File: src/rtl/tmssd_pkg.sv
package tmssd_pkg;

  localparam int unsigned MaxTplW  = 32;
  localparam int unsigned MaxTplH  = 32;
  localparam int unsigned MaxImgH  = 1024;
  localparam int unsigned MaxImgW  = 1024;
  localparam int unsigned ColBits  = $clog2(MaxTplW);
  localparam int unsigned RowBits  = $clog2(MaxImgH);
  localparam int unsigned TplDepth = MaxTplW * MaxTplH;
  localparam int unsigned TplAw    = $clog2(TplDepth);
  localparam int unsigned BufDepth = MaxTplW * MaxImgH;
  localparam int unsigned BufAw    = $clog2(BufDepth);

  localparam logic [2:0] CFG_MODE   = 3'd0;
  localparam logic [2:0] CFG_IMG_H  = 3'd1;
  localparam logic [2:0] CFG_IMG_W  = 3'd2;
  localparam logic [2:0] CFG_TPL_H  = 3'd3;
  localparam logic [2:0] CFG_TPL_W  = 3'd4;

  typedef struct packed {
    logic        mode;
    logic [10:0] ih;
    logic [10:0] iw;
    logic [5:0]  th;
    logic [5:0]  tw;
    logic [10:0] n;
  } cfg_t;

  typedef struct packed {
    logic [9:0] wc;
    logic [9:0] wr;
    logic       last;
  } job_t;

  function automatic logic [10:0] clamp11(logic [10:0] v, logic [10:0] lo, logic [10:0] hi);
    logic [10:0] r;
    r = v;
    if (v < lo) r = lo;
    else if (v > hi) r = hi;
    return r;
  endfunction

  function automatic logic [5:0] clamp6(logic [5:0] v, logic [5:0] lo, logic [5:0] hi);
    logic [5:0] r;
    r = v;
    if (v < lo) r = lo;
    else if (v > hi) r = hi;
    return r;
  endfunction

endpackage

File: src/rtl/tmssd_front.sv
module tmssd_front (
  input  logic                          clk_i,
  input  logic                          rst_ni,
  input  logic                          push_i,
  output logic                          full_o,
  input  logic                          op_i,
  input  logic [7:0]                    sample_i,
  input  logic                          cfg_valid_i,
  input  logic [2:0]                    cfg_index_i,
  input  logic [10:0]                   cfg_data_i,
  input  logic                          back_busy_i,
  input  logic                          q_full_i,
  input  logic                          q_empty_i,
  output tmssd_pkg::cfg_t               cfg_o,
  output logic                          tpl_we_o,
  output logic [tmssd_pkg::TplAw-1:0]   tpl_waddr_o,
  output logic                          buf_we_o,
  output logic [tmssd_pkg::BufAw-1:0]   buf_waddr_o,
  output logic [7:0]                    wdata_o,
  output logic                          job_push_o,
  output tmssd_pkg::job_t               job_o
);
  import tmssd_pkg::*;

  logic        mode_q;
  logic [10:0] ih_q, iw_q;
  logic [5:0]  th_q, tw_q;
  logic [10:0] tlc_q, tlc_d, tlc_base;
  logic [9:0]  col_q, row_q, col_d, row_d, col_e, row_e, last_col_q;
  logic [10:0] ih, iw, col1, row1, wc, wr;
  logic [5:0]  th, tw;
  logic        tpl_done, oob, win, busy, img_ok, acc;

  assign ih = clamp11(ih_q, 11'd1, 11'(MaxImgH));
  assign iw = clamp11(iw_q, 11'd1, 11'(MaxImgW));
  assign th = clamp6(th_q, 6'd2, 6'(MaxTplH));
  assign tw = clamp6(tw_q, 6'd1, 6'(MaxTplW));

  always_comb begin
    cfg_o.mode = mode_q;
    cfg_o.ih   = ih;
    cfg_o.iw   = iw;
    cfg_o.th   = th;
    cfg_o.tw   = tw;
    cfg_o.n    = 11'(th) * 11'(tw);
  end

  assign tpl_done = tlc_q >= cfg_o.n;
  assign oob      = ({1'b0, row_q} >= ih) || ({1'b0, col_q} >= iw);
  assign col_e    = oob ? '0 : col_q;
  assign row_e    = oob ? '0 : row_q;
  assign col1     = {1'b0, col_e} + 11'd1;
  assign row1     = {1'b0, row_e} + 11'd1;
  assign win      = (col1 >= {5'b0, tw}) && (row1 >= {5'b0, th});
  assign wc       = col1 - {5'b0, tw};
  assign wr       = row1 - {5'b0, th};
  assign busy     = back_busy_i || !q_empty_i;
  // pending windows all end in the current column at earlier rows
  assign img_ok   = (!busy || (col_e == last_col_q && row_e != '0)) && !(win && q_full_i);
  assign full_o   = op_i ? (tpl_done && !img_ok) : busy;
  assign acc      = push_i && !full_o;

  assign tlc_base    = tpl_done ? '0 : tlc_q;
  assign tpl_we_o    = acc && !op_i;
  assign tpl_waddr_o = tlc_base[TplAw-1:0];
  assign buf_we_o    = acc && op_i && tpl_done;
  assign buf_waddr_o = {col_e[ColBits-1:0], row_e[RowBits-1:0]};
  assign wdata_o     = sample_i;
  assign job_push_o  = buf_we_o && win;
  assign job_o.wc    = wc[9:0];
  assign job_o.wr    = wr[9:0];
  assign job_o.last  = (wc == iw - {5'b0, tw}) && (wr == ih - {5'b0, th});

  always_comb begin
    tlc_d = tlc_q;
    col_d = col_q;
    row_d = row_q;
    if (tpl_we_o) begin
      tlc_d = tlc_base + 11'd1;
      col_d = '0;
      row_d = '0;
    end else if (buf_we_o) begin
      if (row1 >= ih) begin
        row_d = '0;
        col_d = (col1 >= iw) ? '0 : col1[9:0];
      end else begin
        row_d = row1[9:0];
        col_d = col_e;
      end
    end
  end

  always_ff @(posedge clk_i or negedge rst_ni) begin
    if (!rst_ni) begin
      mode_q     <= 1'b0;
      ih_q       <= 11'd1024;
      iw_q       <= 11'd1024;
      th_q       <= 6'd8;
      tw_q       <= 6'd8;
      tlc_q      <= '0;
      col_q      <= '0;
      row_q      <= '0;
      last_col_q <= '0;
    end else begin
      if (cfg_valid_i) begin
        case (cfg_index_i)
          CFG_MODE:  mode_q <= cfg_data_i[0];
          CFG_IMG_H: ih_q   <= cfg_data_i;
          CFG_IMG_W: iw_q   <= cfg_data_i;
          CFG_TPL_H: th_q   <= cfg_data_i[5:0];
          CFG_TPL_W: tw_q   <= cfg_data_i[5:0];
          default: ;
        endcase
      end
      tlc_q <= tlc_d;
      col_q <= col_d;
      row_q <= row_d;
      if (job_push_o) begin
        last_col_q <= col_e;
      end
    end
  end

endmodule

File: config.mk
export PLATFORM = sky130hd
export DESIGN_NAME = tmssd_front
export DESIGN_NICKNAME = d
export VERILOG_FILES = /design/src/rtl/tmssd_pkg.sv /design/src/rtl/tmssd_front.sv
export SDC_FILE = /design/constraint.sdc
export NUM_CORES = 1
export LEC_CHECK = 0
export ABC_AREA = 0
export BUFFER_PORTS_ARGS = -buffer_cell sky130_fd_sc_hd__buf_2
export CORE_UTILIZATION = 59
export DETAILED_ROUTE_END_ITERATION = 7
export MAX_ROUTING_LAYER = met4
export PLACE_DENSITY = 0.83
export SYNTH_ARGS = -nofsm -noshare
export SYNTH_HDL_FRONTEND = slang
export SYNTH_SLANG_ARGS = --single-unit
export TNS_END_PERCENT = 1
File: constraint.sdc
create_clock -name clk_i -period 7.26 [get_ports clk_i]
set_clock_uncertainty 0.1 [all_clocks]
set_input_delay 0.363 -clock clk_i [delete_from_list [all_inputs] [get_ports clk_i]]
set_output_delay 0.363 -clock clk_i [all_outputs]
set_load 0.005 [all_outputs]
==> out/qor.yml, run 1 <==
status: "completed"
timing.final.crit_share_pct: 96.3
avgSynthCellArea_um2: 8.31
synth_edf_count: 0
yosys.area_share.simple_pct: 20.9
gp_congestion: 0.993
synth.distinct_cells: 81
arrival_ps: 6530
start_util_pct: 60.9
synth-xor-area-share_pct: 6.87
fmaxAchievable_mhz: 143
reg2reg_depth: 26
slew_headroom_pct: 33.6
cts_tree: "yes"
rrSetupSlack_ps: 320
synth_nets: 1172
synthesis.instances: 1022
nNetsFinal: 1276
grt_overflow: 0
hold_path_class: "in2async"
design.core.area_um2: 13900
reg2reg_from: "th_q[5]$_DFFE_PN0P_"
die_w_um: 122
synth_top_family_by_area: "simple AND/OR/NAND/NOR gates"
first_iter_violations: 971
hpwlAfterDp_um: 20000
clk_latency_ps: 350
rows: 43
multi_input_area_um2: 5990
cts.path.max_buffers: 2
ys.flop_type: "dfrtp_1"
drv_slew: 0
cts_buffers: 9
portBuffers: 117
synth_seq_cells: 76
first_global_vias: 7544
grt_pass1_wl_um: 39900
grt_usage_pct: 36.4
yosys_warnings: 0
synth_async_sr_flop_share_pct: 100
remaining_drc_errors: 0
critPathRequiredTime_ps: 6800
finalSetupViolations: 0
final_common_cell: "buf_2"
cts.sink_count: 76
h-tree-depth: 3
end_kind: "primary output"
grt_max_degree: 77
yosys.area_share.adder_pct: 19.4
power.density_nw_per_um2: 500
layout_common_cells: "buf_2 (116), inv_1 (105), nand2_1 (99)"
clock-root-buffer: "clkbuf_16"
drt_wl_total_um: 25700
dieHeight_um: 122
vias: 8173
dieArea_um2: 14900
muxShareOfSynthArea_pct: 6.29
tightestPinTransition_ps: 996
drive_gt1_share_pct: 21.9
synth_compound_area_share_pct: 15.6
pin_count: 134
hold_buffers: 0
placed_cells: 1288
peakVddDrop_mv: 0.272
syn_to_final_growth_pct: 13.2
ant_nets: 0
critPathLaunchType: "flop"
regToRegEndpoint: "col_q[5]$_DFFE_PN0P_"
critPathMaxFanout: 8
max-cap-violations: 0
path_class: "reg2out"
fin_crit_ps: 6990
p_leak_nw: 4.72
n_fill_cell: 1138
ys_seq_area_share_pct: 22.5
drtPass1Iterations: 6
antenna_found_initial: 1
routed_via_density: 6.23
timing.hold.ws_ps: 37.0
regArea_um2: 1910
wl_per_cell_um: 19.6
clkTransAtPathRegs_ps: 60
finalPower_w: 0.00481
syn_area_um2: 8490
stdcell_count: 1312
hold_viol: 0
report_power, final:
| part | internal, W | total (W) | switching [W] |
|---|---|---|---|
| combinational | 0.00152 | 0.00364 | 0.00211 |
| sequential | 0.000540 | 0.000734 | 0.000194 |
| clock | 0.000244 | 0.000435 | 0.000192 |
critical path: stages (launching register included):
cell and delay [ps]:
dfrtp_1 390, or4_1 520, nor3_1 150, nor2_1 60, nor2_1 120, ha_1 240, nand2b_1 160, a211o_1 290
a21oi_1 170, a221oi_2 120, or2_1 290, buf_4 190, nor2_2 140, ha_2 340, ha_1 300, nor2b_1 140
o21a_1 180, o21ai_1 150, a21boi_0 180, o21a_1 250, o211ai_1 250, or4b_2 640, nor4b_2 270, nand4_1 170
nor4_4 320, buf_2 160
Yosys cell counts, types with 20 or more instances:
library cell  number  area share, %
a21oi_1           40            2.4
clkbuf_1          21           0.93
dfrtp_1           72             21
fa_1              20            4.7
ha_1             100             15
inv_1            107            4.7
mux2_2            43            5.7
nand2_1          104            4.6
nand3_1           28            1.7
nor2_1            78            3.4
nor3_1            33            1.9
o21ai_0           55            3.2
xnor2_1           53            5.5
worst max path at each step:
stage	startpoint	endpoint	slack, ps	cells past startpoint
after floorplan	iw_q[5]$_DFFE_PN0P_	job_o[0]	760	27
after global placement	tw_q[5]$_DFFE_PN0P_	tlc_q[10]$_DFFE_PN0P_	160	31
after detailed placement	tw_q[5]$_DFFE_PN0P_	tlc_q[10]$_DFFE_PN0P_	30	31
after CTS	iw_q[5]$_DFFE_PN0P_	job_o[0]	40	26
after global routing	iw_q[5]$_DFFE_PN0P_	job_o[0]	-60	25
final	iw_q[5]$_DFFE_PN0P_	job_o[0]	270	25
kinds of logic after synthesis:
logic type                 Yosys count
AOI/OAI and AO/OA                  196
xor gates and xnor gates            65
adders and majority gates          120
buffers and inverters              160
DFF                                 76
muxes                               48
and+or+nand+nor                    357
registers in the layout, summed over array words and instances, names as in the netlist:
name,flops
mode_q,1
iw_q,11
th_q,6
col_q,10
tlc_q,11
ih_q,11
row_q,10
tw_q,6
last_col_q,10
area by class of cell:
class                   count  area share [%]
repair buffers            143            8.22
inverters                 110            4.37
clock inverters             6           0.468
multi-input cells         786            62.2
diodes                      1          0.0260
well taps                 180            2.34
clock buffers              10            2.49
flip-flops and latches     76            19.8
per-layer routing:
layer  vias up  routed length, um  track usage [%]
li1       3786                  -                -
met1      3872              10900             48.5
met2       436              11300             54.1
met3        79               2490             6.23
met4         0                969             16.1
met5         -                  0                -
repair_timing:
| item | in CTS | in global routing |
|---|---|---|
| gates resized for setup | 3 | 30 |
| buffers inserted | 0 | 7 |
| setup endpoints to repair | 1 | 12 |
| pin swaps | 0 | 5 |
metrics by stage:
| stage | setup WS (ps) | setup TNS (ps) | cell area (um^2) | utilization, % |
|---|---|---|---|---|
| 5_1_grt | -57.3 | -88.3 | 9620 | 69.0 |
| 2_1_floorplan | 764 | 0 | 8490 | - |
| 3_5_place_dp | 27.1 | 0 | 9160 | 65.7 |
| 3_3_place_gp | 163 | 0 | 9160 | 65.7 |
| 4_1_cts | 37.5 | 0 | 9450 | 67.8 |
| 6_report | 269 | 0 | 9620 | 69.0 |
(Power assumes the default switching activity.)
==> inputs of run 2 (changes only) <==
--- a/config.mk
+++ b/config.mk
@@ -11,6 +11,7 @@
 export DETAILED_ROUTE_END_ITERATION = 7
 export MAX_ROUTING_LAYER = met4
 export PLACE_DENSITY = 0.83
+export REMOVE_ABC_BUFFERS = 1
 export SYNTH_ARGS = -nofsm -noshare
 export SYNTH_HDL_FRONTEND = slang
 export SYNTH_SLANG_ARGS = --single-unit
==> out/qor.yml, run 2 (same netlist as run 1, synthesis figures left out) <==
p_leak_nw: 4.73  # +0.26%
layout_common_cells: "buf_2 (116), inv_1 (107), nand2_1 (99)"
top_regs: "ih_q (11), iw_q (11), tlc_q (11)"
timing.final.crit_share_pct: 97.9  # +1.6 points
clk_latency_ps: 360  # about the same
slowest_stage: "or4b_2"
peakVddDrop_mv: 0.296  # +8.7%
finalSetupViolations: 0  # unchanged
final_util_pct: 69.2  # +0.14 points
drv_slew: 0  # unchanged
grt_pass1_wl_um: 39800  # -0.35%
fmaxAchievable_mhz: 141  # -1.6%
cts.path.max_buffers: 2  # unchanged
start_util_pct: 60.9  # unchanged
arrival_ps: 6640  # +110 ps
critPathRequiredTime_ps: 6800  # about the same
critPathLaunchType: "flop"
fin_area_um2: 9640  # +0.21%
rsz0062_at_grt: "yes"
cts_tree: "yes"
fin_crit_ps: 7110  # +116 ps
routed_via_density: 6.19  # -0.71%
tightestPinTransition_ps: 995  # -1.11 ps
drive_gt1_share_pct: 21.7  # -0.25 points
vias: 8103  # -0.86%
clkTransAtPathRegs_ps: 70  # about the same
grt_usage_pct: 36.3  # -0.12 points
hold_path_class: "in2async"
grt_overflow: 0  # unchanged
top_usage_layer: "met2"
place_area_um2: 9190  # +0.30%
max-cap-violations: 0  # unchanged
cts.sink_count: 76  # unchanged
cts_buffers: 9  # unchanged
n_antenna_cell: 0  # -1
critPathMaxStageDelay_ps: 720  # +80 ps
hold_buffers: 0  # unchanged
hpwlAfterDp_um: 19700  # -1.7%
timing.critical_path.buf_inv: 1  # -1
met3_usage_pct: 7.26  # +1.0 points
clock-root-buffer: "clkbuf_16"
cp_common_cell: "nor2_1"
finalPower_w: 0.00485  # +0.91%
fin_tns_setup_ps: 0  # unchanged
first_iter_violations: 783  # -19%
design.core.area_um2: 13900  # unchanged
power.density_nw_per_um2: 503  # +0.70%
syn_to_final_growth_pct: 13.5
grt_max_degree: 77  # unchanged
die_w_um: 122  # unchanged
slew_headroom_pct: 33.7  # +0.074 points
hold_viol: 0  # unchanged
path_class: "reg2out"
drt_wl_total_um: 25300  # -1.3%
end_kind: "primary output"
gp_congestion: 0.945  # -4.8%
remaining_drc_errors: 0  # unchanged
ant_nets: 0  # unchanged
crit_family: "simple AND/OR/NAND/NOR gates"
final_common_cell: "buf_2"
n_fill_cell: 1103  # -3.1%
critPathMaxFanout: 10  # +2
first_global_vias: 7764  # +2.9%
gr-usage-met2_pct: 55.8  # +1.6 points
dieHeight_um: 122  # unchanged
antenna_found_initial: 0  # -1
timing.hold.ws_ps: 64.4  # +27.4 ps
dieArea_um2: 14900  # unchanged
wl_per_cell_um: 19.4  # -1.2%
portBuffers: 117  # unchanged
h-tree-depth: 3  # unchanged
use_met1_pct: 46.1  # -2.4 points
status: "completed"
drtPass1Iterations: 5  # -1
nNetsFinal: 1275  # -0.078%
rows: 43  # unchanged
pin_count: 134  # unchanged
[run 2: cell type report]
| cell class | count | area, um^2 | area share [%] |
|---|---|---|---|
| clock buffer | 10 | 239 | 2.48 |
| sequential | 76 | 1910 | 19.8 |
| multi-input combinational | 786 | 5990 | 62.1 |
| tap | 180 | 225 | 2.34 |
| inverter | 110 | 420 | 4.36 |
| timing repair buffer | 142 | 788 | 8.18 |
| clock inverter | 6 | 68.8 | 0.714 |
[run 2: layer usage]
| metal | vias to the layer above | routed length, um | share of wire (%) |
|---|---|---|---|
| met1 | 3863 | 10800 | 42 |
| met4 | 0 | 956 | 3.8 |
| li1 | 3766 | - | - |
| met5 | - | 0 | 0 |
| met2 | 404 | 11600 | 46 |
| met3 | 70 | 2000 | 7.9 |
[run 2: repair_timing]
item | in CTS | in global routing
gates resized for setup | 1 | 25
endpoints found under the setup margin | 1 | 8
setup buffers | 0 | 4
[run 2: per-stage QoR]
stage | setup slack [ps] | cells
6_report | 153 | 1310
5_1_grt | -230 | 1310
4_1_cts | 11.4 | 1306
3_5_place_dp | 166 | 1290
3_3_place_gp | 328 | 1290
2_1_floorplan | 478 | 972
[run 2: path summary, 6_finish.rpt]
kind	end	slack [ps]	startpoint	cells past startpoint
worst max-delay path	job_o[0]	150	iw_q[5]$_DFFE_PN0P_	25
worst min-delay path	col_q[7]$_DFFE_PN0P_	60	rst_ni	1
worst max register to register	tlc_q[10]$_DFFE_PN0P_	470	tw_q[5]$_DFFE_PN0P_	33
worst min register to register	iw_q[0]$_DFFE_PN0P_	420	iw_q[0]$_DFFE_PN0P_	1
max in group asynchronous	row_q[9]$_DFFE_PN0P_	6340	rst_ni	1
min in group clk_i	iw_q[10]$_DFFE_PN1P_	180	cfg_data_i[10]	3
[run 2: power breakdown]
group,total [W],switching (W),internal (W)
registers,0.000733,0.000193,0.000540
logic,0.00364,0.00212,0.00152
clock network,0.000480,0.000202,0.000278
