**src/rtl/tmssd_pkg.sv**
```systemverilog
package tmssd_pkg;

  localparam int unsigned MaxTplW  = 32;
  localparam int unsigned MaxTplH  = 32;
  localparam int unsigned MaxImgH  = 1024;
  localparam int unsigned MaxImgW  = 1024;
  localparam int unsigned ColBits  = $clog2(MaxTplW);
  localparam int unsigned RowBits  = $clog2(MaxImgH);
  localparam int unsigned TplDepth = MaxTplW * MaxTplH;
  localparam int unsigned TplAw    = $clog2(TplDepth);
  localparam int unsigned BufDepth = MaxTplW * MaxImgH;
  localparam int unsigned BufAw    = $clog2(BufDepth);

  localparam logic [2:0] CFG_MODE   = 3'd0;
  localparam logic [2:0] CFG_IMG_H  = 3'd1;
  localparam logic [2:0] CFG_IMG_W  = 3'd2;
  localparam logic [2:0] CFG_TPL_H  = 3'd3;
  localparam logic [2:0] CFG_TPL_W  = 3'd4;

  typedef struct packed {
    logic        mode;
    logic [10:0] ih;
    logic [10:0] iw;
    logic [5:0]  th;
    logic [5:0]  tw;
    logic [10:0] n;
  } cfg_t;

  typedef struct packed {
    logic [9:0] wc;
    logic [9:0] wr;
    logic       last;
  } job_t;

  function automatic logic [10:0] clamp11(logic [10:0] v, logic [10:0] lo, logic [10:0] hi);
    logic [10:0] r;
    r = v;
    if (v < lo) r = lo;
    else if (v > hi) r = hi;
    return r;
  endfunction

  function automatic logic [5:0] clamp6(logic [5:0] v, logic [5:0] lo, logic [5:0] hi);
    logic [5:0] r;
    r = v;
    if (v < lo) r = lo;
    else if (v > hi) r = hi;
    return r;
  endfunction

endpackage

```
**src/rtl/tmssd_jobq.sv**
```systemverilog
module tmssd_jobq (
  input  logic            clk_i,
  input  logic            rst_ni,
  input  logic            push_i,
  input  tmssd_pkg::job_t data_i,
  output logic            full_o,
  input  logic            pop_i,
  output logic            empty_o,
  output tmssd_pkg::job_t data_o
);
  import tmssd_pkg::*;

  job_t       ent_q [2];
  logic       wp_q, rp_q;
  logic [1:0] cnt_q;
  logic       do_push, do_pop;

  assign full_o  = cnt_q == 2'd2;
  assign empty_o = cnt_q == 2'd0;
  assign data_o  = ent_q[rp_q];
  assign do_push = push_i && !full_o;
  assign do_pop  = pop_i && !empty_o;

  always_ff @(posedge clk_i) begin
    if (do_push) begin
      ent_q[wp_q] <= data_i;
    end
  end

  always_ff @(posedge clk_i or negedge rst_ni) begin
    if (!rst_ni) begin
      wp_q  <= 1'b0;
      rp_q  <= 1'b0;
      cnt_q <= '0;
    end else begin
      if (do_push) wp_q <= !wp_q;
      if (do_pop) rp_q <= !rp_q;
      cnt_q <= cnt_q + {1'b0, do_push} - {1'b0, do_pop};
    end
  end

endmodule

```
**config.mk**
```make
export PLATFORM = sky130hd
export DESIGN_NAME = tmssd_jobq
export DESIGN_NICKNAME = d
export VERILOG_FILES = /design/src/rtl/tmssd_pkg.sv /design/src/rtl/tmssd_jobq.sv
export SDC_FILE = /design/constraint.sdc
export NUM_CORES = 1
export LEC_CHECK = 0
export BUFFER_PORTS_ARGS = -buffer_cell sky130_fd_sc_hd__buf_4
export CORE_MARGIN = 4
export CORE_UTILIZATION = 35
export CTS_CLUSTER_DIAMETER = 80
export CTS_CLUSTER_SIZE = 16
export DETAILED_ROUTE_END_ITERATION = 10
export GPL_TIMING_DRIVEN = 1
export MAX_ROUTING_LAYER = met4
export PLACE_DENSITY_LB_ADDON = 0.3
export SYNTH_ARGS = -nofsm -noshare
export SYNTH_HDL_FRONTEND = slang
export SYNTH_SLANG_ARGS = --single-unit
```
**constraint.sdc**
```tcl
create_clock -name clk_i -period 2.3 [get_ports clk_i]
set_clock_uncertainty 0.2 [all_clocks]
set_input_delay 0.23 -clock clk_i [delete_from_list [all_inputs] [get_ports clk_i]]
set_output_delay 0.23 -clock clk_i [all_outputs]
set_load 0.01 [all_outputs]
```
==> results of run 1 <==
## state kept, by name (all words and copies together), names as in the netlist
signal,flops
cnt_q,2
wp_q,1
ent_q,42
rp_q,1
## critical path, stage by stage (launching register included)
cell and delay (ns):
dfrtp_1 0.36, buf_4 0.22, mux2_2 0.37, buf_4 0.15
## cell type report
class,instances,area (sq um)
Tap cell,67,83.83
Clock buffer,6,72.57
Inverter,2,7.507
Clock inverter,2,37.54
Timing Repair Buffer,75,618.1
Multi-Input combinational cell,33,331.6
Fill cell,408,2242
Sequential cell,46,1361
## cell usage in the layout, fill, tap and decap left out
master,instances
ha_1,2
nand2b_1,1
buf_4,53
bufinv_16,1
clkinvlp_4,1
nor2_1,1
xor2_1,1
nand2_1,1
nor2_2,1
and3_1,1
nor2b_2,1
dfrtp_1,4
mux2_2,21
dlygate4sd3_1,22
inv_1,2
clkbuf_1,1
clkbuf_8,5
edfxtp_1,42
xnor2_1,3
## per-layer routing
metal | global-route usage, % | routed length (microns) | up-vias
li1 | - | - | 474
met1 | 11.65 | 1247 | 466
met2 | 18.92 | 1532 | 40
met3 | 4.128 | 246 | 4
met4 | 2.622 | 15 | 0
met5 | - | 0 | -
## power by group
group / internal (mW) / switching [mW] / total (mW)
sequential: 1.15 / 0.0615 / 1.21
combinational: 0.557 / 0.470 / 1.03
clock: 0.324 / 0.245 / 0.569
## stage by stage
step	setup slack, ns	instance area (sq um)	hold WS (ns)	instances
floorplan	0.2052	1720	-0.2656	83
global placement	0.6359	2182	-0.1732	201
detailed placement	0.5136	2182	-0.1703	201
CTS	0.4668	2512	0.05304	231
global route	0.3595	2512	0.06695	231
finish	0.4986	2512	0.06638	231
## logic make-up after synthesis
kind of cell | synth area share (%)
xor+xnor | 2.037
fa+ha+maj | 1.454
buf+inv | 1.746
flops | 79.13
mux | 13.75
simple gates | 1.891
## worst max-delay path by stage
stage,cells after the start,endpoint,startpoint
2_1_floorplan,3,ent_q[0][0]$_DFFE_PP_,cnt_q[1]$_DFF_PN0_
6_report,3,data_o[2],rp_q$_DFFE_PN0P_
3_5_place_dp,7,cnt_q[1]$_DFF_PN0_,cnt_q[1]$_DFF_PN0_
3_3_place_gp,7,cnt_q[1]$_DFF_PN0_,cnt_q[1]$_DFF_PN0_
5_1_grt,7,cnt_q[1]$_DFF_PN0_,cnt_q[1]$_DFF_PN0_
4_1_cts,3,data_o[2],rp_q$_DFFE_PN0P_
==> impl_results.md, run 1 <==
* Outcome: finished clean
* Initial drt markers at 15
* Post-synth top area share at about three quarters
* Syn Area/Cell at 20.73 sq um
* Initial antenna violation count at 0
* WS Path Type: reg -> out
* Via density at about 4.3
* Number of library cell types mapped by synthesis at 13
* Leak Pwr at 0.9769 nW
* Fin crit share at 78.32%
* Worst vdd ir at 0.0005687 V
* Clk sinks at 46
* Layout cells sized above 1 at 50.61%
* HP Class: in -> async
* CTS Hold Bufs at 22
* Gp weighted congestion at approximately 0.61
* Final setup vio count at 0
* Max frequency at 0.5551 GHz
* Area leader, netlist: edfxtp_1
* Clock edge transition at the registers on the reported setup and hold paths at 0.08 ns
* Core area at 0.004755 sq mm
* Antenna Cells at 0
* RSZ-0062 raised after global routing: no
* Fin util at 52.84%
* Final Critical Period at 1.801 ns
* IO Pins at 48
* Total power at 2.807 mW
* ANT nets after route at 0
* Worst slew pin tran at roughly 0.19 ns
* Post-CTS Setup Repair Bufs at 0
* Final wirelength at 3042 microns
* GR Util All Layers at 10.83%
* PortBufs at 47
* Critical Path Fanout Max at 12
* Reg2Reg Depth at 7
* Ys Warns at 0
* Skew-Pair Late Insertion Delay at 0.28 ns
* CP arrival at 1.37 ns
* Vias in the first global route at roughly 1,100
* Die width at 78.11 microns
* DP HPWL at 2215 microns
* Initial Util at a little over a third
* WP data required at 1.87 ns
* Flip-flop and latch count after synthesis at 46
* Max-Cap Viols at 0
* First-pass GRT wire length at a little under 5000 microns
* Synth async-reset ratio at 8.696%
* Slew Limit Fails at 0
* Top_reg_cell synth: edfxtp_1
* EDFF count, synth at 42
* # rows at 25
* Reg2reg end: cnt_q[1]$_DFF_PN0_
* Syn Std Cell Area at 0.001720 sq mm
* Remaining global-route overflow at 0
* Max clock buf depth at 2
* Worst reg-to-reg setup slack at 0.52 ns
* Vias after detailed routing at between 900 and 1,000
* Die H at 78.11 microns
* Synth area leaders: edfxtp_1 (73%), mux2_2 (14%), dfrtp_1 (5.8%)
* Final Net Count at 190
* Power Density at 1117 mW/mm^2
* Routed len/inst at 13.17 microns
* Setup tns final at 0 ns
* Pre-antenna DRT Iters at 4
* Cts repair resizes at 0
* Relative slew slack at between 80% and 90%
* Root Buffer: clkbuf_8
* Most frequent cell after synthesis: edfxtp_1
* Die footprint at 0.006101 sq mm
* Area grow syn2layout at 46.04%
* Post-route DRC at 0
* TritonCTS clock tree: built
* Post-Syn Instances at 83
* Worst R2R Start: cnt_q[1]$_DFF_PN0_
* Startpoint type of the worst setup path: flip-flop
* Clock buffer count from CTS at 5
* Largest net degree at the start of global routing at 15
* Synth Net Count at 110
* Sequential fraction of the synthesis area at 79.13%
* Max H-tree Level at 2
* Crit end category: output pin
* Fin. Hold Viols at 0
* Post-synth top cells: edfxtp_1 (42), mux2_2 (21), dfrtp_1 (4)
No activity file was read; power rests on OpenSTA's default activity.
==> run 2: changes to the inputs <==
ABC_AREA = 1   (was default)
clock period = 1.8 ns   (was 2.3 ns; I/O delays follow)
==> run 2 against run 1 <==
Net effect:
- first-iteration DRC count increased to 3.6 times the previous value
- critical path type unchanged
- highest routed layer unchanged
- clock-buffer cell count is the same
- combinational power rose by 37%
- total power increased by 26%
- sequential share of layout area decreased by 0.43 points
==> impl_results.md, run 2 <==
* # rows at 25 (unchanged)
* Synth area leaders: edfxtp_1 (71%), nand2_1 (16%), dfrtp_1 (5.7%)
* Number of library cell types mapped by synthesis at 10 (-3)
* Post-route setup slack at 0.1457 ns (-0.3529 ns)
* Vias in the first global route at 1,231 (+14%)
* Max-Cap Viols at 0 (unchanged)
* PortBufs at 47 (unchanged)
* HP Class: in -> async
* Routed len/inst at 11.93 microns (-9.4%)
* Fin. Hold Viols at 0 (unchanged)
* Setup crit start: rp_q$_DFFE_PN0P_
* TritonCTS clock tree: built
* Worst slew pin tran at 0.2559 ns (+0.06816 ns)
* Clk sinks at 46 (unchanged)
* Part of the power in registers at 43.5% (+0.3 points)
* CP arrival at 1.27 ns (-0.10 ns)
* Max frequency at 0.6045 GHz
* RSZ-0062 raised after global routing: no
* Root Buffer: clkbuf_8
* Critical Path Fanout Max at 22 (+10)
* Vias after detailed routing at 1,222 (+24%)
* Internal power at 2.338 mW (+15%)
* Buf+Inv Stages, Crit Path at 2 (unchanged)
* Initial antenna violation count at 0 (unchanged)
* Largest net degree at the start of global routing at 23 (+8)
* Worst R2R Start: cnt_q[1]$_DFF_PN0_
* Area leader, netlist: edfxtp_1
* Most common cell after layout, fill and taps aside: nand2_1
* Clock Power Share at 16.4% (-3.9 points)
* Post-synth top cells: nand2_1 (76), edfxtp_1 (42), inv_1 (10)
* Gp weighted congestion at 0.7371 (+20%)
* Setup tns final at 0 ns (unchanged)
* Max H-tree Level at 2 (unchanged)
* Via density at 4.214 (-1.1%)
* Pre-CTS WS at 0.2294 ns (-0.2841 ns)
* Worst-path cell chain: buf_4 -> nand2_1 -> nand2_1 -> buf_4
* Skew-Pair Late Insertion Delay at 0.28 ns (about the same)
* Highest-delay cell along the critical path: dfrtp_1
* IO Pins at 48 (unchanged)
* Syn Area/Cell at 12.37 sq um (-40%)
* Antenna Cells at 0 (unchanged)
* Layout cells sized above 1 at 26.91% (-24 points)
* Number of filler cells placed in the layout at 440 (+7.8%)
* Flip-flop and latch count after synthesis at 46 (unchanged)
* Post-route DRC at 0 (unchanged)
* Die width at 79.10 microns (+1.3%)
* GR Util All Layers at 12.63% (+1.8 points)
* ANT nets after route at 0 (unchanged)
* Largest register FFs at 42 (unchanged)
* Area grow syn2layout at 43.14%
* DP HPWL at 2207 microns (-0.36%)
* Clock buffer count from CTS at 5 (unchanged)
* Final Net Count at 249 (+31%)
* CP top delay family: buffers and inverters
* Slew Limit Fails at 0 (unchanged)
* Ys Warns at 0 (unchanged)
* Slowest stage delay, CP at 0.39 ns (+0.02 ns)
* Top flop regs: ent_q: 42 flops, cnt_q: 2 flops
* Comb pwr share at 40.1% (+3.5 points)
* Synth async-reset ratio at 8.696% (unchanged)
* Initial drt markers at 54 (+39)
* Relative slew slack at 82.94% (-4.5 points)
* Final cell count without fillers at 290 (+26%)
* Leak Pwr at 1.142 nW (+17%)
* Outcome: finished clean
* First-pass GRT wire length at 5754 microns (+17%)
* Post-CTS Setup Repair Bufs at 0 (unchanged)
* Switching power total at 1.187 mW (+53%)
* Crit end category: output pin
* WS Path Type: reg -> out
* Post-synth top area share at 71.29% (-2.0 points)
* Startpoint type of the worst setup path: flip-flop
* Final setup vio count at 0 (unchanged)
* Post-Syn Instances at 143 (+72%)
* Most frequent cells in the layout: nand2_1 (76), buf_4 (52), edfxtp_1 (42)
* Final wirelength at 3459 microns (+14%)
* Clock edge transition at the registers on the reported setup and hold paths at 0.07 ns (about the same)
* WP data required at 1.42 ns (-0.45 ns)
* Synth Net Count at 170 (+55%)
* Core area at 0.004817 sq mm (+1.3%)
* Fin crit share at 91.90%
* Sw Share at 33.67% (+6.0 points)
* Max clock buf depth at 2 (unchanged)
* Die H at 79.10 microns (+1.3%)
* EDFF count, synth at 42 (unchanged)
* Sequential fraction of the synthesis area at 76.94% (-2.2 points)
* Initial Util at 36.73% (+0.54 points)
* Power Density at 1392 mW/mm^2 (+25%)
* Syn Std Cell Area at 0.001769 sq mm (+2.8%)
* Worst vdd ir at 0.0006603 V (+16%)
* Die footprint at 0.006256 sq mm (+2.5%)
* Top reg by flops: ent_q
* Pre-antenna DRT Iters at 4 (unchanged)
* Most frequent cell after synthesis: nand2_1
* Remaining global-route overflow at 0 (unchanged)
* DP Cell Count at 258 (+28%)
* Final Critical Period at ~1.7 ns
* Top_reg_cell synth: edfxtp_1
-- run 2: per-stage QoR --
stage / util [%] / hold WS, ns / instance area [sq um] / power [mW]
4_1_cts: 52.52 / 0.008486 / 2530 / 3.582
3_5_place_dp: 45.84 / -0.2178 / 2208 / 2.958
3_3_place_gp: 45.84 / -0.2182 / 2208 / 2.941
6_report: 52.57 / 0.02271 / 2532 / 3.525
5_1_grt: 52.57 / 0.01648 / 2532 / 3.817
2_1_floorplan: - / -0.3156 / 1772 / 2.328
-- run 2: final timing paths --
check	endpoint	slack (ns)	cells past startpoint
min in group clk_i	wp_q$_DFFE_PN0P_	0.28	2
max in group asynchronous	wp_q$_DFFE_PN0P_	1.28	2
hold / removal	rp_q$_DFFE_PN0P_	0.02	2
setup / recovery	data_o[10]	0.15	4
hold reg to reg	wp_q$_DFFE_PN0P_	0.28	2
setup reg to reg	cnt_q[1]$_DFF_PN0_	0.22	9
-- run 2: power groups by stage --
stage	clock network, mW	registers [mW]	logic, mW
3_5_place_dp	0	1.56	1.40
5_1_grt	0.659	1.56	1.60
3_3_place_gp	0	1.55	1.39
4_1_cts	0.602	1.53	1.45
6_report	0.579	1.53	1.41
2_1_floorplan	0	1.55	0.777
-- run 2: timing repair --
item,CTS,global route
gates resized for setup,0,2
endpoints found under the hold margin,48,0
setup endpoints to repair,0,3
hold buffers,24,0
-- run 2: layer usage --
metal	GRT usage (%)	share of wire [%]
met1	15.61	42
met2	19.70	51
met3	3.175	5.2
met4	5.670	1.8
met5	-	0
-- run 2: kinds of logic (layout without fill, tap and decap cells) --
logic type / after synthesis / after routing / synth area share [%]
AND/OR/NAND/NOR: 80 / 80 / 17.18
buffers and inverters: 15 / 95 / 4.455
adder cells (fa/ha/maj): 2 / 2 / 1.414
flip-flops: 46 / 46 / 76.95
-- run 2: cell type report --
class / count / area [sq um] / share of cell area, %
Sequential cell: 46 / 1361 / 53.76
Multi-Input combinational cell: 82 / 331.6 / 13.09
Inverter: 11 / 43.79 / 1.729
Tap cell: 67 / 83.83 / 3.310
Timing Repair Buffer: 76 / 630.6 / 24.90
Clock buffer: 6 / 72.57 / 2.866
Clock inverter: 2 / 8.758 / 0.3458
==> run 3: changes to the inputs <==
CTS_BUF_LIST = sky130_fd_sc_hd__clkbuf_16   (was default)
==> run 3 against run 2 <==
Net effect:
- flip-flop and latch count stayed put
- wire length fell by 0.40%
- critical path type unchanged
- register-to-register slack hardly changed
- die area unchanged
- final area rose by 2.2%
- sequential power is essentially flat
- clock-buffer cell count down 1
- critical endpoint unchanged
- first-iteration DRC count is 39% lower
- largest power group unchanged
- via count fell by 1.6%
- hold slack better by 0.012 ns
==> impl_results.md, run 3 (synthesized netlist as in run 2, its figures left out) <==
* Outcome: finished clean
* Root Buffer: clkbuf_16
* Setup tns final at 0 ns (unchanged)
* Antenna Cells at 0 (unchanged)
* Vias in the first global route at 1,225 (-0.49%)
* Largest register FFs at 42 (unchanged)
* Initial antenna violation count at 0 (unchanged)
* Vias after detailed routing at 1,203 (-1.6%)
* Final setup vio count at 0 (unchanged)
* Die H at 79.10 microns (unchanged)
* IO Pins at 48 (unchanged)
* RSZ-0062 raised after global routing: no
* First-pass GRT wire length at 5754 microns (unchanged)
* Die footprint at 0.006256 sq mm (unchanged)
* Pre-CTS WS at 0.2294 ns (unchanged)
* Post-route setup slack at 0.1673 ns (+0.02158 ns)
* Number of filler cells placed in the layout at 433 (-1.6%)
* Area of the multi-input gates at 331.6 sq um (unchanged)
* HP Class: in -> async
* Worst vdd ir at 0.0007660 V (+16%)
* WP data required at 1.42 ns (about the same)
* Max frequency at 0.6125 GHz (+1.3%)
* # rows at 25 (unchanged)
* Max clock buf depth at 2 (unchanged)
* Fin util at 53.74% (+1.2 points)
* Top flop regs: ent_q: 42 flops, cnt_q: 2 flops
* Finished Cell Area at 0.002589 sq mm (+2.2%)
* Pre-antenna DRT Iters at 4 (unchanged)
* Max-Cap Viols at 0 (unchanged)
* Gp weighted congestion at 0.7371 (unchanged)
* Clk sinks at 46 (unchanged)
* Crit end category: output pin
* Initial drt markers at 33 (-39%)
* Via density at 4.148 (-1.6%)
* Clock buffer count from CTS at 5 (unchanged)
* Slew Limit Fails at 0 (unchanged)
* Relative slew slack at 83.34% (+0.40 points)
* ANT nets after route at 0 (unchanged)
* PortBufs at 47 (unchanged)
* Routed len/inst at 11.88 microns (-0.40%)
* Largest net degree at the start of global routing at 23 (unchanged)
* Power Density at 1463 mW/mm^2 (+5.1%)
* TritonCTS clock tree: built
* Final Net Count at 249 (unchanged)
* Skew-Pair Late Insertion Delay at 0.28 ns (about the same)
* Worst slew pin tran at 0.2499 ns (-0.006029 ns)
* Max H-tree Level at 2 (unchanged)
* Remaining global-route overflow at 0 (unchanged)
* Core area at 0.004817 sq mm (unchanged)
* Final Critical Period at 1.633 ns (-0.02158 ns)
* Die width at 79.10 microns (unchanged)
* CP arrival at 1.25 ns (-0.02 ns)
* Most frequent cells in the layout: nand2_1 (76), buf_4 (52), edfxtp_1 (42)
* Post-route DRC at 0 (unchanged)
* Placed inst area at 0.002208 sq mm (unchanged)
* Top reg by flops: ent_q
* Final wirelength at 3445 microns (-0.40%)
* Critical Path Fanout Max at 22 (unchanged)
* Reg area at 0.001361 sq mm (unchanged)
* Initial Util at 36.73% (unchanged)
* Leak Pwr at 1.172 nW (+2.6%)
* Startpoint type of the worst setup path: flip-flop
* Highest-delay cell along the critical path: dfrtp_1
* Area grow syn2layout at 46.32%
* Total power at 3.788 mW (+7.5%)
* Slowest stage delay, CP at 0.39 ns (about the same)
* Most common cell after layout, fill and taps aside: nand2_1
* DP HPWL at 2207 microns (unchanged)
* WS Path Type: reg -> out
* GR Util All Layers at 12.58% (-0.050 points)
* Worst-path cell chain: buf_4 -> nand2_1 -> nand2_1 -> buf_4
* Layout cells sized above 1 at 26.91% (unchanged)
* Clock edge transition at the registers on the reported setup and hold paths at 0.06 ns (about the same)
* Fin crit share at 90.71% (-1.2 points)
* Fin. Hold Viols at 0 (unchanged)
-- run 3: final cells by class --
class / instances / area share [%]
well taps: 67 / 3.238
repair buffers: 76 / 24.36
flip-flops and latches: 46 / 52.59
clock inverters: 3 / 0.4833
multi-input cells: 82 / 12.81
clock buffers: 5 / 4.833
inverters: 11 / 1.692
-- run 3: path summary, 6_finish.rpt --
kind                                          from  slack [ns]                 end  cells past startpoint
worst min-delay path                        rst_ni        0.03  cnt_q[1]$_DFF_PN0_                      2
worst min register to register    wp_q$_DFFE_PN0P_        0.27    wp_q$_DFFE_PN0P_                      2
max in group asynchronous                   rst_ni        1.27    rp_q$_DFFE_PN0P_                      2
worst max-delay path              rp_q$_DFFE_PN0P_        0.17          data_o[10]                      4
min in group clk_i                wp_q$_DFFE_PN0P_        0.27    wp_q$_DFFE_PN0P_                      2
worst max register to register  cnt_q[1]$_DFF_PN0_        0.23  cnt_q[1]$_DFF_PN0_                      9
-- run 3: where the power goes --
group	total, mW	internal, mW	leakage [nW]	switching (mW)
clock network	0.846	0.501	0.0724	0.345
registers	1.54	1.47	0.439	0.0702
logic	1.41	0.607	0.661	0.799
-- run 3: through the flow --
step / hold WS (ns) / cells
2_1_floorplan: -0.3156 / 143
3_3_place_gp: -0.2182 / 258
3_5_place_dp: -0.2178 / 258
4_1_cts: 0.02748 / 290
5_1_grt: 0.04353 / 290
6_report: 0.03484 / 290
-- run 3: timing repair --
item	CTS	global route
endpoints found under the setup margin	0	1
hold endpoints to repair	48	0
buffers inserted	0	0
resized for setup	0	2
hold buffers	24	0
-- run 3: routing by layer --
metal	vias to the layer above	track usage [%]	wire, microns
met1	543	15.32	1475
met4	0	4.124	21
met5	-	-	0
met3	2	4.195	191
li1	623	-	-
met2	35	19.87	1756
-- run 3: worst max-delay path: cells and delay by family (launching register included) --
kind	cells	cell delay [ns]
buffers and inverters	2	0.41
DFF	1	0.39
and+or+nand+nor	2	0.17
